`src/hw/rtl/cho_pkg.sv`:
```
`default_nettype none

package cho_pkg;

	// Number of vertices held in the per-vertex tables.
	localparam int VERTEX_COUNT = 65536;
	localparam int VIDX_W = (VERTEX_COUNT > 1) ? $clog2(VERTEX_COUNT) : 1;

	// Fixed field widths of the stream.
	localparam int RAW_W = 20;
	localparam int RANGE_W = RAW_W + 1;
	localparam int MEMBER_W = 16;
	localparam int CID_W = 16;
	localparam int HV_W = 16;

	typedef logic [VIDX_W-1:0] vidx_t;

	typedef enum logic [1:0] {
		ACT_EDGE  = 2'd0,
		ACT_READ  = 2'd1,
		ACT_START = 2'd2,
		ACT_NONE  = 2'd3
	} action_t;

	typedef enum logic [1:0] {
		ST_CLEAR,
		ST_READY,
		ST_EXEC
	} state_t;

	// One entry of the vertex table.
	typedef struct packed {
		logic             fc_valid;
		logic [CID_W-1:0] fc_id;
		logic             outlier;
		logic             hub;
	} vtx_entry_t;

	// Write port of the vertex table; the first-community field and the
	// flags have separate enables so a start sweep can keep the flags.
	typedef struct packed {
		logic       we_fc;
		logic       we_flags;
		vidx_t      addr;
		vtx_entry_t data;
	} vtx_wr_t;

	// Write port of the visited table.
	typedef struct packed {
		logic  we;
		vidx_t addr;
		logic  data;
	} vis_wr_t;

endpackage

`default_nettype wire

```
`src/hw/rtl/cho_index_map.sv`:
```
`default_nettype none

module cho_index_map (
	input  logic [cho_pkg::RAW_W-1:0] raw_id,
	input  logic [cho_pkg::RAW_W-1:0] offset,
	output cho_pkg::vidx_t            idx,
	output logic                      ok
);
	import cho_pkg::*;

	logic [RANGE_W-1:0] diff;

	// The top bit of the difference is the borrow of raw_id - offset.
	assign diff = {1'b0, raw_id} - {1'b0, offset};
	assign ok   = !diff[RAW_W] && (diff < RANGE_W'(VERTEX_COUNT));
	assign idx  = diff[VIDX_W-1:0];

endmodule

`default_nettype wire

```
`config.mk`:
```
export PLATFORM = sky130hd
export DESIGN_NAME = cho_index_map
export DESIGN_NICKNAME = d
export VERILOG_FILES = /design/src/hw/rtl/cho_pkg.sv /design/src/hw/rtl/cho_index_map.sv
export SDC_FILE = /design/constraint.sdc
export NUM_CORES = 1
export LEC_CHECK = 0
export BUFFER_PORTS_ARGS = -buffer_cell sky130_fd_sc_hd__buf_2
export CELL_PAD_IN_SITES_DETAIL_PLACEMENT = 1
export CELL_PAD_IN_SITES_GLOBAL_PLACEMENT = 1
export CORE_MARGIN = 2
export CORE_UTILIZATION = 35
export DETAILED_ROUTE_END_ITERATION = 8
export PLACE_DENSITY = 0.95
export SYNTH_ARGS = -nofsm -noshare
export SYNTH_HDL_FRONTEND = slang
export SYNTH_SLANG_ARGS = --single-unit
```
`constraint.sdc`:
```
create_clock -name vclk -period 3.3
set_input_delay 0 -clock vclk [all_inputs]
set_output_delay 0 -clock vclk [all_outputs]
set_load 0.1 [all_outputs]
```
# After elaboration in Yosys (flattened, before gate mapping)
# Cells that the tools add are included.
dict set report totals {
  reg_bits 0
  in_bits 40
  output_inout_bits 17
  elab_cells 4
}
dict set report classes {
  add_sub_neg 1
  magnitude_cmp 1
  n_reduce_logical 2
}
# op n
set op_table {}
lappend op_table {{21-bit by 17-bit less-than comparator with 1-bit output, second input constant} 1}
lappend op_table {{20-bit by 20-bit subtractor with 21-bit output} 1}
lappend op_table {{1-bit logical AND} 1}
lappend op_table {{1-bit logical NOT} 1}

# Depth between registers and ports, before layout
dict set report depth {
  depth_word 3
  ltp_mapped 10
  mapped_depth_nobuf 10
}

# Least setup slack after synthesis
# No wires, ideal clock.
dict set report synth_path {
  path_type {input to output}
  from {input raw_id[0] (netlist bit)}
  to {output ok}
  arrival_time_ps 3448
  required_time_ps 3300
  path_slack_ps -148
  cell_stages 10
  n_path_buf 0
  path_cell_list {inv_1 > ha_1 > fa_1 > inv_1 > a21oi_1 > o21a_1 > o31ai_1 > a31oi_1 > xnor2_1 > a2111oi_2}
}
dict set report synth_via {
  elab_chain_cells 3
  elab_cells_between_ends 4
  cone_classes {1 x add/sub; 1 x order compare; 2 x reduce/logical}
}
# element line_no
set synth_lines {}
lappend synth_lines {{start, declared} cho_index_map.sv:4} ;# input logic [cho_pkg::RAW_W-1:0] raw_id,
lappend synth_lines {{20-bit by 20-bit subtractor with 21-bit output *} cho_index_map.sv:14} ;# assign diff = {1'b0, raw_id} - {1'b0, offset};
lappend synth_lines {{21-bit by 17-bit less-than comparator with 1-bit output or 1-bit logical NOT (tied branches)} cho_index_map.sv:15} ;# assign ok = !diff[RAW_W] && (diff < RANGE_W'(VERTEX_COUNT));
lappend synth_lines {{1-bit logical AND *} cho_index_map.sv:15}
lappend synth_lines {{end, declared} cho_index_map.sv:7} ;# output logic ok
# Every way passes the cells marked *; elsewhere a longest branch is shown, timed or not.

# Worst setup path after layout
dict set report layout_path {
  from {input offset[0] (netlist bit)}
  to {output ok}
}
dict set report layout_via {
  elab_chain_cells 3
  elab_cells_between_ends 4
  cone_classes {1 x add/sub; 1 x order compare; 2 x reduce/logical}
}
# element line_no
set layout_lines {}
lappend layout_lines {{start, declared} cho_index_map.sv:5} ;# input logic [cho_pkg::RAW_W-1:0] offset,
lappend layout_lines {{20-bit by 20-bit subtractor with 21-bit output *} cho_index_map.sv:14}
lappend layout_lines {{21-bit by 17-bit less-than comparator with 1-bit output or 1-bit logical NOT (tied branches)} cho_index_map.sv:15}
lappend layout_lines {{1-bit logical AND *} cho_index_map.sv:15}
# Marks and branches as above.

==> impl_results.md <==
* Status: finished clean
* Slowest stage cell, crit path: buf_2
* Multi-input logic area at 996 um^2
* Vias per inst at 5.20
* CP Data Required Time at 3.30 ns
* Mapped cell area at approximately 0.0011 mm^2
* Post-synthesis net count at 225
* I/O pins at 57
* Die area at 0.00360 mm^2
* CP delay by family, top: compound AO/OA/AOI/OAI gates
* Power Dens Cells at 430 mW/mm^2
* Maximum resistive drop on vdd at 0.311 mV
* Worst-Margin Slew at 0.499 ns
* Critical Path Max Stage Delay at roughly 0.50 ns
* Largest net degree at the start of global routing at 9
* Fill cells at approximately 420
* Max Cap Viol at 0
* Slew headroom at 66.2%
* First-pass GRT wire length at 5560 um
* CP Buf/Inv Count at 3
* Crit. End Element: output port
* DRT antenna net count at 0
* Vias at 1363
* # hold bufs at CTS at 0
* Tmin final at 2.62 ns
* Critical path type: input port to output port
* Cells after Synth at 164
* Post-Syn Area per Cell at 6.69 um^2
* FP Rows at 20
* Final hold violations at 0
* Fmax achieved at 382 MHz
* Clock buffers at 0
* Leak pwr at between 0.7 and 0.8 nW
* Max Slew Vio Count at 0
* Type of origin of the critical path: input port
* Nets at roughly 280
* Final setup violating endpoints at 0
* Share of cells above drive strength 1 at between 20% and 30%
* Post-CTS sizing at 0
* CP Cell Sequence: buf_2 -> ha_1 -> fa_1 -> inv_1 -> a21oi_1 -> o21a_1 -> o31ai_1 -> o311ai_1 -> a2111oi_4 -> buf_2
* Most frequent CP cell: buf_2
* Die H at 60.0 um
* # DRC at 0
* Post-Route WL at 3360 um
* Global-route usage over all layers at slightly below 20%
* Sequential cell count at 0
* Chip width at 60.0 um
* Arrival time at the worst endpoint at 2.62 ns
* Yosys warnings at 0
* Initial DRC count at 25
* Buffers on Ports at 57
* First-pass detailed-route iteration total at 4
* Setup bufs post-CTS at 0
* Antenna violations before repair at 0
* Starting density of the core at between 30% and 40%
* Core Area at slightly above 0.003 mm^2
* Layout area overhead at 31.0%
* RSZ-0062 raised after global routing: false
* # diodes at 0
* Worst hold margin at 0.540 ns
* Reg area at 0 um^2
* Worst Hold Class: input port to output port
* Post-synthesis sequential area ratio at 0%
* Tcrit/Tclk final at 79.4%
* Max FO, Critical Path at 4
* DR WL/cell at 12.8 um
* Synth unique cells at 36
* Remaining global-route overflow at 0
* Vias in the first global route at 1355
* Post-detail-place hpwl at 3000 um
* Final GP Congestion at 0.811
* Setup TNS at 0 ns
[layer usage]
| metal | track usage, % | share of wire, % | up-vias |
|---|---|---|---|
| met5 | 0 | 0 | - |
| met2 | 38.7 | 52 | 41 |
| li1 | - | - | 689 |
| met4 | 1.90 | 1.1 | 0 |
| met3 | 0.216 | 3.8 | 4 |
| met1 | 23.0 | 43 | 629 |
[worst min-delay path: stages]
cell and delay [ns]:
buf_2 0.08, ha_1 0.13, inv_1 0.05, buf_2 0.28
[cell type report]
cell class	instances	area share, %
well taps	44	3.83
multi-input cells	134	69.3
repair buffers	57	19.8
inverters	27	7.05
[power by group]
group	total [W]	switching [W]	leakage [nW]	internal (W)
clock	0	0	0	0
sequential	0	0	0	0
combinational	0.000618	0.000480	0.762	0.000138
total	0.000618	0.000480	0.762	0.000138
[metrics by stage]
step           setup WS, ns  utilization [%]  power [W]  area (um^2)  std cells
2_1_floorplan         0.263                -   0.000509         1110        164
3_5_place_dp          0.670             47.5   0.000617         1440        262
3_3_place_gp          0.814             47.5   0.000607         1440        262
4_1_cts               0.674             47.5   0.000619         1440        262
6_report              0.680             47.5   0.000618         1440        262
5_1_grt               0.515             47.5   0.000650         1440        262
[kinds of logic (layout without fill, tap and decap cells)]
kind of cell / count (synthesis) / after routing / synth area share [%]
AO/OA/AOI/OAI: 58 / 58 / 34.8
XOR/XNOR: 16 / 16 / 12.8
adder cells (fa/ha/maj): 21 / 21 / 24.6
buffers and inverters: 30 / 84 / 10.4
AND/OR/NAND/NOR: 39 / 39 / 17.4
[cells in the mapped netlist (3+ instances only)]
cell / count / share of area (%)
nand3_1: 3 / 1.4
a211oi_1: 4 / 2.7
ha_1: 20 / 23
nor2_1: 8 / 2.7
xnor2_1: 10 / 8.0
xor2_1: 6 / 4.8
a21oi_1: 19 / 8.7
nand2_1: 12 / 4.1
and3_1: 3 / 1.7
inv_1: 27 / 9.2
o21ai_0: 9 / 4.1
o21ai_1: 4 / 1.8
o21a_1: 4 / 2.7
o211ai_1: 3 / 2.1
a21o_1: 3 / 2.1
[final timing paths]
path / from / end / slack (ns) / cells past startpoint
max: offset[0] / ok / 0.68 / 10
min: offset[0] / idx[0] / 0.54 / 4
[layout by cell type, fill, tap and decap left out, types with 3 or more instances in the layout]
cell and instances:
ha_1 20, o21ai_0 9, nor2_1 8, xnor2_1 10, xor2_1 6, o21a_1 4
nand3_1 3, a21o_1 3, buf_2 57, o21ai_1 4, a211oi_1 4, o211ai_1 3
inv_1 27, nand2_1 12, a21oi_1 19, and3_1 3
(Power assumes the default switching activity.)
